<file path="src/rtl/rmrt_pkg.sv">
`default_nettype none
package rmrt_pkg;

  localparam int unsigned MaxEntries  = 50;
  localparam int unsigned TopPriority = 99;
  localparam int unsigned TaskW       = 22;
  localparam int unsigned TimeW       = 48;
  localparam int unsigned PrioW       = 7;

  typedef enum logic [1:0] {
    OP_RESERVE = 2'd0,
    OP_CANCEL  = 2'd1,
    OP_EXIT    = 2'd2,
    OP_NONE    = 2'd3
  } op_e;

  typedef enum logic [2:0] {
    ST_OK       = 3'd0,
    ST_TIMES    = 3'd1,
    ST_NOTASK   = 3'd2,
    ST_DUP      = 3'd3,
    ST_FULL     = 3'd4,
    ST_NOTFOUND = 3'd5
  } status_e;

  typedef struct packed {
    logic [1:0]       op;
    logic [TaskW-1:0] task_id;
    logic [TimeW-1:0] budget_ns;
    logic [TimeW-1:0] period_ns;
    logic             task_exists;
  } in_word_t;

  typedef struct packed {
    logic [2:0]       status;
    logic [TaskW-1:0] out_task_id;
    logic [PrioW-1:0] priority_res;
    logic             last;
  } out_word_t;

  typedef enum logic [3:0] {
    S_IDLE,
    S_CHECK,
    S_FIND,
    S_SHIFT,
    S_ERR,
    S_CANREP,
    S_RANKSCAN,
    S_EMIT,
    S_APPEND
  } state_e;

  // controller -> datapath
  typedef struct packed {
    logic       load_in;
    logic       clr_idx;
    logic       inc_idx;
    logic       shift_step;
    logic       dec_count;
    logic       append;
    logic       clr_rank;
    logic       rank_step;
    logic       take_min;
    logic       emit_err;
    logic       emit_can;
    logic       emit_rank;
    logic [2:0] err_code;
  } cmd_t;

  // datapath -> controller
  typedef struct packed {
    logic [1:0] op;
    logic       times_bad;
    logic       exists;
    logic       idx_end;
    logic       hit;
    logic       shift_end;
    logic       full;
    logic       empty;
    logic       rank_end;
    logic       scan_end;
    logic       out_busy;
  } sts_t;

endpackage
`default_nettype wire

</file>
<file path="src/rtl/rmrt_ctrl.sv">
`default_nettype none
module rmrt_ctrl
  import rmrt_pkg::*;
(
  input  wire        clk_i,
  input  wire        rst_ni,
  input  wire        in_valid,
  output logic       in_ready,
  input  sts_t       sts_i,
  output cmd_t       cmd_o
);

  state_e state_q, state_d;

  always_ff @(posedge clk_i or negedge rst_ni) begin
    if (!rst_ni) state_q <= S_IDLE;
    else         state_q <= state_d;
  end

  always_comb begin
    state_d  = state_q;
    cmd_o    = '0;
    in_ready = 1'b0;
    unique case (state_q)
      S_IDLE: begin
        in_ready = 1'b1;
        if (in_valid) begin
          cmd_o.load_in = 1'b1;
          cmd_o.clr_idx = 1'b1;
          state_d = S_CHECK;
        end
      end
      S_CHECK: begin
        unique case (sts_i.op)
          OP_RESERVE: begin
            if (sts_i.times_bad) begin
              cmd_o.err_code = ST_TIMES;
              state_d = S_ERR;
            end else if (!sts_i.exists) begin
              cmd_o.err_code = ST_NOTASK;
              state_d = S_ERR;
            end else begin
              state_d = S_FIND;
            end
          end
          OP_CANCEL, OP_EXIT: state_d = S_FIND;
          default:            state_d = S_IDLE;
        endcase
      end
      // linear search, one slot a cycle
      S_FIND: begin
        if (sts_i.hit) begin
          if (sts_i.op == OP_RESERVE) begin
            cmd_o.err_code = ST_DUP;
            state_d = S_ERR;
          end else begin
            // step past the hit so the next slot is read for the shift
            cmd_o.inc_idx = 1'b1;
            state_d = S_SHIFT;
          end
        end else if (sts_i.idx_end) begin
          if (sts_i.op == OP_RESERVE) begin
            if (sts_i.full) begin
              cmd_o.err_code = ST_FULL;
              state_d = S_ERR;
            end else begin
              cmd_o.append = 1'b1;
              state_d = S_APPEND;
            end
          end else if (sts_i.op == OP_CANCEL) begin
            cmd_o.err_code = ST_NOTFOUND;
            state_d = S_ERR;
          end else begin
            cmd_o.clr_rank = 1'b1;
            state_d = S_RANKSCAN;
          end
        end else begin
          cmd_o.inc_idx = 1'b1;
        end
      end
      S_ERR: begin
        if (!sts_i.out_busy) begin
          cmd_o.emit_err = 1'b1;
          state_d = S_IDLE;
        end
      end
      S_APPEND: begin
        cmd_o.clr_rank = 1'b1;
        state_d = S_RANKSCAN;
      end
      S_SHIFT: begin
        if (sts_i.shift_end) begin
          cmd_o.dec_count = 1'b1;
          state_d = (sts_i.op == OP_CANCEL) ? S_CANREP : S_RANKSCAN;
          cmd_o.clr_rank = 1'b1;
        end else begin
          cmd_o.shift_step = 1'b1;
        end
      end
      S_CANREP: begin
        if (!sts_i.out_busy) begin
          cmd_o.emit_can = 1'b1;
          state_d = S_RANKSCAN;
        end
      end
      // one selection pass per rank
      S_RANKSCAN: begin
        if (sts_i.rank_end) begin
          state_d = S_IDLE;
        end else if (sts_i.scan_end) begin
          state_d = S_EMIT;
        end else begin
          cmd_o.rank_step = 1'b1;
        end
      end
      S_EMIT: begin
        if (!sts_i.out_busy) begin
          cmd_o.emit_rank = 1'b1;
          cmd_o.take_min  = 1'b1;
          state_d = S_RANKSCAN;
        end
      end
      default: state_d = S_IDLE;
    endcase
  end

endmodule
`default_nettype wire

</file>
<file path="config.mk">
export PLATFORM = sky130hd
export DESIGN_NAME = rmrt_ctrl
export DESIGN_NICKNAME = d
export VERILOG_FILES = /design/src/rtl/rmrt_pkg.sv /design/src/rtl/rmrt_ctrl.sv
export SDC_FILE = /design/constraint.sdc
export NUM_CORES = 1
export LEC_CHECK = 0
export BUFFER_PORTS_ARGS = -buffer_cell sky130_fd_sc_hd__buf_2
export CORE_UTILIZATION = 43
export CTS_BUF_LIST = sky130_fd_sc_hd__clkbuf_4 sky130_fd_sc_hd__clkbuf_8
export DETAILED_ROUTE_END_ITERATION = 10
export PLACE_DENSITY_LB_ADDON = 0.15
export SYNTH_ARGS = -nofsm -noshare
export SYNTH_HDL_FRONTEND = slang
export SYNTH_SLANG_ARGS = --single-unit
</file>
<file path="constraint.sdc">
create_clock -name clk_i -period 1.82 [get_ports clk_i]
set_input_delay 0.091 -clock clk_i [delete_from_list [all_inputs] [get_ports clk_i]]
set_output_delay 0.091 -clock clk_i [all_outputs]
set_load 0.03 [all_outputs]
</file>
* After elaboration in Yosys (flattened, before gate mapping)
Cells that the tools add are included.
** Storage, ports and cells
- Bits in registers :: 4
- Word-level logic and storage cells :: 74
** Operators by class
- Eq/ne operators :: 16
- Muxes and demuxes :: 52
- Reduce and logical (&&, ||, !) cells :: 5
** Operators with widths (count)
- two-way mux 4 bit :: 10
- one-hot mux 4 bit (8 select lines) :: 1
- two-way mux 3 bit :: 8
- two-way mux 2 bit :: 11
- two-way mux 1 bit :: 19
- == test 4 x 3 -> 1 bit, second input constant :: 4
- one-hot mux 3 bit (2 select lines) :: 2
- == test 4 x 2 -> 1 bit, second input constant :: 2
- != test 2 bit, second input constant :: 4
- != test 3 bit, second input constant :: 2
- AND reduction 6 bit :: 1
- == test 4 x 1 -> 1 bit, second input constant :: 1
- == test 4 bit, second input constant :: 1
- zero test 4 bit :: 1
- OR reduction 2 bit :: 2
- one-hot mux 1 bit (3 select lines) :: 1
- == test 2 x 1 -> 1 bit, second input constant :: 1
- == test 2 bit, second input constant :: 1
- zero test 2 bit :: 1

* Depth between registers and ports, before layout
Gate-level depths: netlist of run 1.
- Depth in word-level cells :: 6
- Depth in mapped cells :: 7

* Worst setup path before layout of run 1
OpenSTA, ideal clock, no wires.
- Kind :: flip-flop to output port
- Start :: register state_q[1]
- End :: output port cmd_o[14] (netlist name)
- Arrival time :: 2.381 ns
- Required time :: 1.729 ns
- Slack :: -0.652 ns
- Stages on the path, launching flop included :: 6
- Buffers on the path :: 3
- Cell sequence :: dfrtp_1 buf_2 clkbuf_1 nor4_1 and2_1 buf_4
** RTL lines
- start: declaration :: RTL line rmrt_ctrl.sv:13 : state_e state_q, state_d;
- start signal: assignment :: RTL line rmrt_ctrl.sv:17 : else state_q <= state_d;
- end: declaration :: RTL line rmrt_ctrl.sv:10 : output cmd_t cmd_o

==> key figures, run 1 <==
Clock tree
  – Reg clk slew, reported paths: around 0.040 ns
  – TritonCTS clock tree: yes
  – Htree depth: 1
  – Worst skew pair latency: 0.23 ns
  – Clock buffer depth: 2
  – Num CTS Buffers: 3
  – Num Clock Sinks: 4
  – Root buffer cell: clkbuf_4

Worst setup path
  – CP max-delay cell: dfrtp_1
  – Peak fanout along the critical path: 4
  – Buffers & Inverters on Critical Path: 1
  – Crit path cell chain: nand2b_4 > or3_4 > nor2_2 > nand2_2 > o22ai_1 > buf_4
  – Critical Path End Type: primary output
  – Crit path required time: 1.73 ns
  – Cell family with most CP delay: simple AND/OR/NAND/NOR gates
  – Worst endpoint data arrival time: about 1.7 ns
  – CP Class: flip-flop to primary output
  – Largest stage delay, worst path: between 0.3 and 0.4 ns
  – CP Launch Type: flip-flop

Layout
  – Layout Area Growth over Synthesis: 50.28%
  – Fillers: between 100 and 150
  – Largest register FFs: 4
  – Layout Cells excl Fill: about 150
  – Largest regs: state_q (4)
  – Most flop-heavy register: state_q
  – Post-layout net count: 154
  – Share of layout cells above drive strength 1: a little under half
  – Antenna Cells: 0
  – Final Util: around 73%

Routing
  – Vias: around 800
  – Post-route ant nets: 0
  – Number of DRC markers in iteration 0: 8
  – Number of remaining DRC errors: 0
  – Drt first pass iters: 4
  – Via density: roughly 5.6
  – Final WL: 1829 um
  – WL/cell: roughly 12 um

Yosys
  – Synth async-reset ratio: between 90% and 100%
  – Synthesized area: between 600 and 700 um^2
  – Post-synthesis cell type count: 30
  – Gate Count Post-Synth: 95
  – Syn. warnings: 0
  – Top_reg_cell synth: dfrtp_1
  – Most common cell in the netlist: nor2_1
  – Seq/Total Area, Yosys: between 10% and 20%
  – Top post-synthesis cells by count: 13 x nor2_1, 11 x a21oi_1, 7 x o21ai_0
  – Syn nets: about 120
  – Most area-hungry cell type in the Yosys netlist: dfrtp_1
  – Flops & latches, synth: 4
  – EDFF count, synth: 0
  – Syn avg cell area: 6.967 um^2
  – Share of the synthesized area in the top cell type: roughly 15%
  – Top post-synthesis cells by area: dfrtp_1 15%, ha_1 9.5%, a21oi_1 8.3%

Placed design
  – Port Buffers: 29
  – Hpwl dp: ~1400 um
  – Place WS: about 0.074 ns
  – GP Congestion: ~0.80
  – Cells after DPL: 141

Power and ir drop
  – Sw Pwr: between 0.6 and 0.7 mW
  – Leakage: 0.4816 nW
  – Net Sw Frac: 48.16%
  – Internal power: between 0.6 and 0.7 mW
  – Seq pwr share: approximately an eighth
  – Combinational share of power: 78.3%
  – Clock power share: ~8.7%
  – Pwr Density: approximately 1300 nW/um^2
  – VDD IR max: between 0.0004 and 0.0005 V

Die
  – Die Width: between 40 and 50 um
  – Core box area: 1366 um^2
  – Top Ports: 31
  – Die Ht: 41.24 um
  – Site row count: 13
  – DIE AREA: 1700 um^2
  – Initial Utilization: about 48%

Timing
  – Layout Skew: 0.007653 ns
  – Rel. slew slack: approximately three quarters
  – Fmax achieved: 563.1 MHz
  – Pins Over Slew Limit: 0
  – Post-route worst setup slack: approximately 0.044 ns
  – Period utilization: 97.57%
  – Endpoints failing hold: 0
  – Setup TNS: 0 ns
  – Crit path time final: around 1.8 ns
  – # setup viols final: 0
  – RSZ-0062 raised after global routing: yes
  – Worst Tran Pin Value: between 0.3 and 0.4 ns

GRT
  – Largest net degree at the start of global routing: 16
  – Initial antenna violation count: 0
  – Number of global-route vias before repair: between 600 and 700
  – First-pass GRT wire length: 2559 um
  – Tot GR Track Use: 22.74%
  – Total grt overflow: 0

Flow run
  – Max-cap violations: 0

Outcome
  – Status: completed

Hold path
  – HP Class: input pin to flip-flop
-- what timing repair did --
item	4_1_cts	5_1_grt
setup buffers	1	1
setup endpoints to repair	5	12
endpoints found under the hold margin	4	0
hold buffers	1	0
resized for setup	7	15
-- cell families (layout without fill, tap and decap cells) --
group	Yosys count	after routing	share of synthesized area, %
AOI/OAI and AO/OA	24	24	20.04
adders and majority gates	5	5	9.452
buffers and inverters	11	48	8.127
DFF	4	4	15.12
muxes	4	4	6.427
and+or+nand+nor	47	47	40.83
-- stage by stage --
| step | power (mW) | instance area (um^2) | hold slack, ns |
|---|---|---|---|
| 2_1_floorplan | 0.7749 | 678.2 | -0.2046 |
| 5_1_grt | 1.352 | 994.7 | 0.1857 |
| 4_1_cts | 1.178 | 939.7 | 0.1638 |
| 3_3_place_gp | 0.9980 | 874.6 | -0.1051 |
| 3_5_place_dp | 1.008 | 874.6 | -0.09980 |
| 6_report | 1.253 | 994.7 | 0.1752 |
-- worst paths after layout --
path                                 start          to  slack [ns]  depth (start not counted)
min in group asynchronous           rst_ni  state_q[0]        0.19                          2
worst max register to register  state_q[0]  state_q[1]        0.05                          7
worst max-delay path            state_q[0]    cmd_o[8]        0.04                          6
worst min register to register  state_q[3]  state_q[0]        0.72                          2
max in group asynchronous           rst_ni  state_q[1]        1.49                          2
worst min-delay path              sts_i[4]  state_q[3]        0.18                          3
-- placed cells by master, fill, tap and decap left out, types with 2 or more instances in the layout --
master / instances
nor4b_1: 3
nor3b_1: 2
nand2b_4: 2
a21oi_1: 11
nor2_2: 2
mux2i_1: 2
o22ai_1: 2
ha_1: 5
buf_4: 16
nand2_1: 2
nor2b_1: 6
o21ai_0: 6
nor2_1: 11
nand2b_1: 4
inv_1: 3
clkbuf_4: 5
buf_2: 22
dfrtp_1: 3
mux2_2: 2
-- worst min-delay path, cell delays in order --
cell and delay, ns:
buf_2 0.09, nand2b_1 0.13, nor2_1 0.05
-- area by class of cell --
class	instances	area, um^2	share of cell area [%]
Clock buffer	3	22.52	2.264
Inverter	3	11.26	1.132
Timing Repair Buffer	42	266.5	26.79
Multi-Input combinational cell	80	574.3	57.74
Tap cell	15	18.77	1.887
Sequential cell	4	101.3	10.19
-- per-layer routing --
metal / track usage [%] / part of all wire [%] / vias to the layer above
met5: 0 / 0 / -
met3: 4.891 / 5.9 / 0
li1: - / - / 410
met1: 24.92 / 41 / 368
met4: 0 / 0 / 0
met2: 46.09 / 53 / 38
-- power groups by stage --
stage / clock, mW / combinational (mW) / sequential [mW]
after detailed placement: 0 / 0.848 / 0.160
after global placement: 0 / 0.837 / 0.161
after CTS: 0.111 / 0.902 / 0.165
final: 0.108 / 0.981 / 0.164
after global routing: 0.123 / 1.06 / 0.167
after floorplan: 0 / 0.626 / 0.149
Power figures use the tool's default switching activity.
==> run 2: changes to the inputs <==
--- a/config.mk
+++ b/config.mk
@@ -5,10 +5,11 @@
 export SDC_FILE = /design/constraint.sdc
 export NUM_CORES = 1
 export LEC_CHECK = 0
-export BUFFER_PORTS_ARGS = -buffer_cell sky130_fd_sc_hd__buf_2
+export BUFFER_PORTS_ARGS = -buffer_cell sky130_fd_sc_hd__buf_4
 export CORE_UTILIZATION = 43
 export CTS_BUF_LIST = sky130_fd_sc_hd__clkbuf_4 sky130_fd_sc_hd__clkbuf_8
 export DETAILED_ROUTE_END_ITERATION = 10
+export GPL_TIMING_DRIVEN = 0
 export PLACE_DENSITY_LB_ADDON = 0.15
 export SYNTH_ARGS = -nofsm -noshare
 export SYNTH_HDL_FRONTEND = slang
==> key figures, run 2 (same netlist as run 1, synthesis figures left out) <==
Timing
  – Rel. slew slack: between 60% and 70%
  – Fmax achieved: between 500 and 600 MHz
  – Worst Tran Pin Value: 0.4680 ns
  – # setup viols final: 0
  – Setup TNS: 0 ns
  – Crit path time final: 1.805 ns
  – Endpoints failing hold: 0
  – Post-route worst setup slack: about 0.015 ns
  – Pins Over Slew Limit: 0
  – Layout Skew: between 0.005 and 0.006 ns
  – RSZ-0062 raised after global routing: yes
  – Period utilization: between 90 and 100%

Die
  – Initial Utilization: between 40% and 50%
  – Die Ht: a little over 40 um
  – Top Ports: 31
  – Die Width: 41.24 um
  – Site row count: 13
  – DIE AREA: roughly 1700 um^2
  – Core box area: 1366 um^2

Routing
  – Number of DRC markers in iteration 0: 13
  – Via density: ~5.5
  – Number of remaining DRC errors: 0
  – Vias: around 800
  – Post-route ant nets: 0
  – Final WL: about 1900 um
  – Drt first pass iters: 4
  – WL/cell: around 13 um

Placed design
  – GP Congestion: approximately 0.74
  – DP Area: between 900 and 1000 um^2
  – Hpwl dp: about 1400 um
  – Cells after DPL: roughly 140
  – Place WS: -0.01590 ns
  – Port Buffers: 29

Clock tree
  – Root buffer cell: clkbuf_4
  – Worst skew pair latency: roughly 0.24 ns
  – Num Clock Sinks: 4
  – TritonCTS clock tree: yes
  – Htree depth: 1
  – Reg clk slew, reported paths: ~0.040 ns
  – Clock buffer depth: 2
  – Num CTS Buffers: 3

Flow run
  – Max-cap violations: 0

Layout
  – Most flop-heavy register: state_q
  – Layout Area Growth over Synthesis: 55.95%
  – Largest register FFs: 4
  – Share of layout cells above drive strength 1: between 40 and 50%
  – Largest regs: state_q (4)
  – Most common cell after layout, fill and taps aside: buf_4
  – Antenna Cells: 0
  – Final instance area: slightly above 1000 um^2
  – Post-layout net count: 153
  – Layout Cells excl Fill: 146
  – Final Util: around three quarters
  – Most frequent cells in the layout: 34 x buf_4, 12 x nor2_1, 11 x a21oi_1

Worst setup path
  – Cell family with most CP delay: flip-flops
  – Crit path required time: around 1.9 ns
  – CP Launch Type: flip-flop
  – Reg2reg start: state_q[1]
  – Crit path cell chain: buf_6 > buf_4 > or3_1 > o21ai_0 > a2bb2oi_1 > o21ai_1 > mux2_2
  – CP Class: flip-flop to flip-flop
  – Buffers & Inverters on Critical Path: 2
  – Largest stage delay, worst path: around 0.37 ns
  – Peak fanout along the critical path: 7
  – Critical Path End Type: flip-flop
  – Worst endpoint data arrival time: roughly 1.9 ns
  – CP max-delay cell: dfrtp_1
  – CP Launch Point: state_q[1]

GRT
  – Number of global-route vias before repair: 660
  – First-pass GRT wire length: around 2700 um
  – Total grt overflow: 0
  – Tot GR Track Use: a little under a quarter
  – Initial antenna violation count: 0
  – Largest net degree at the start of global routing: 11

Hold path
  – Worst Min Path Start: sts_i[7]
  – HP Class: input pin to flip-flop

Outcome
  – Status: completed

Power and ir drop
  – VDD IR max: between 0.0005 and 0.0006 V
  – Leakage: 0.4863 nW
  – Pwr Density: 1231 nW/um^2
-- run 2: cell count changes in the layout (fill, tap and decap cells not counted), sizes merged --
cell  before  now
buf       39   38
-- run 2: power breakdown --
group / switching, mW / total (mW) / internal [mW]
combinational: 0.535 / 1.00 / 0.466
sequential: 0.0329 / 0.157 / 0.124
clock: 0.0383 / 0.112 / 0.0739
total: 0.606 / 1.27 / 0.664
-- run 2: area by class of cell --
cell class	count	area (um^2)
Sequential cell	4	101.3
Buffer	7	43.79
Clock buffer	3	22.52
Fill cell	108	334.1
Multi-Input combinational cell	80	573.1
Timing Repair Buffer	34	261.5
Tap cell	15	18.77
Inverter	3	11.26
-- run 2: repair_timing --
item,CTS,global route
endpoints found under the hold margin,4,0
endpoints found under the setup margin,7,7
setup buffers,1,3
gates resized for setup,8,11
pin swaps,0,4
hold buffers,1,0
-- run 2: final timing paths --
check / to / slack [ns] / cells after the start
max in group asynchronous: state_q[2] / 1.53 / 2
setup reg to reg: state_q[0] / 0.01 / 7
min in group asynchronous: state_q[1] / 0.18 / 2
hold reg to reg: state_q[2] / 0.75 / 4
hold / removal: state_q[3] / 0.16 / 3
setup / recovery: state_q[0] / 0.01 / 7
-- run 2: metal layers --
metal	share of wire (%)	track usage (%)	vias up
met5	0	0	-
met4	1.0	7.258	0
met3	4.1	3.261	3
met2	52	45.70	24
met1	43	26.69	361
li1	-	-	409
-- run 2: stage by stage --
| stage | hold slack [ns] | power, mW |
|---|---|---|
| after floorplan | -0.2046 | 0.7749 |
| after global placement | -0.1141 | 0.9850 |
| after detailed placement | -0.1089 | 1.000 |
| after CTS | 0.1604 | 1.178 |
| after global routing | 0.1561 | 1.369 |
| final | 0.1567 | 1.271 |
-- run 2: worst min-delay path, cell delays in order --
cell and delay (ns):
buf_4 0.13, nand2_4 0.08, nor2_1 0.05
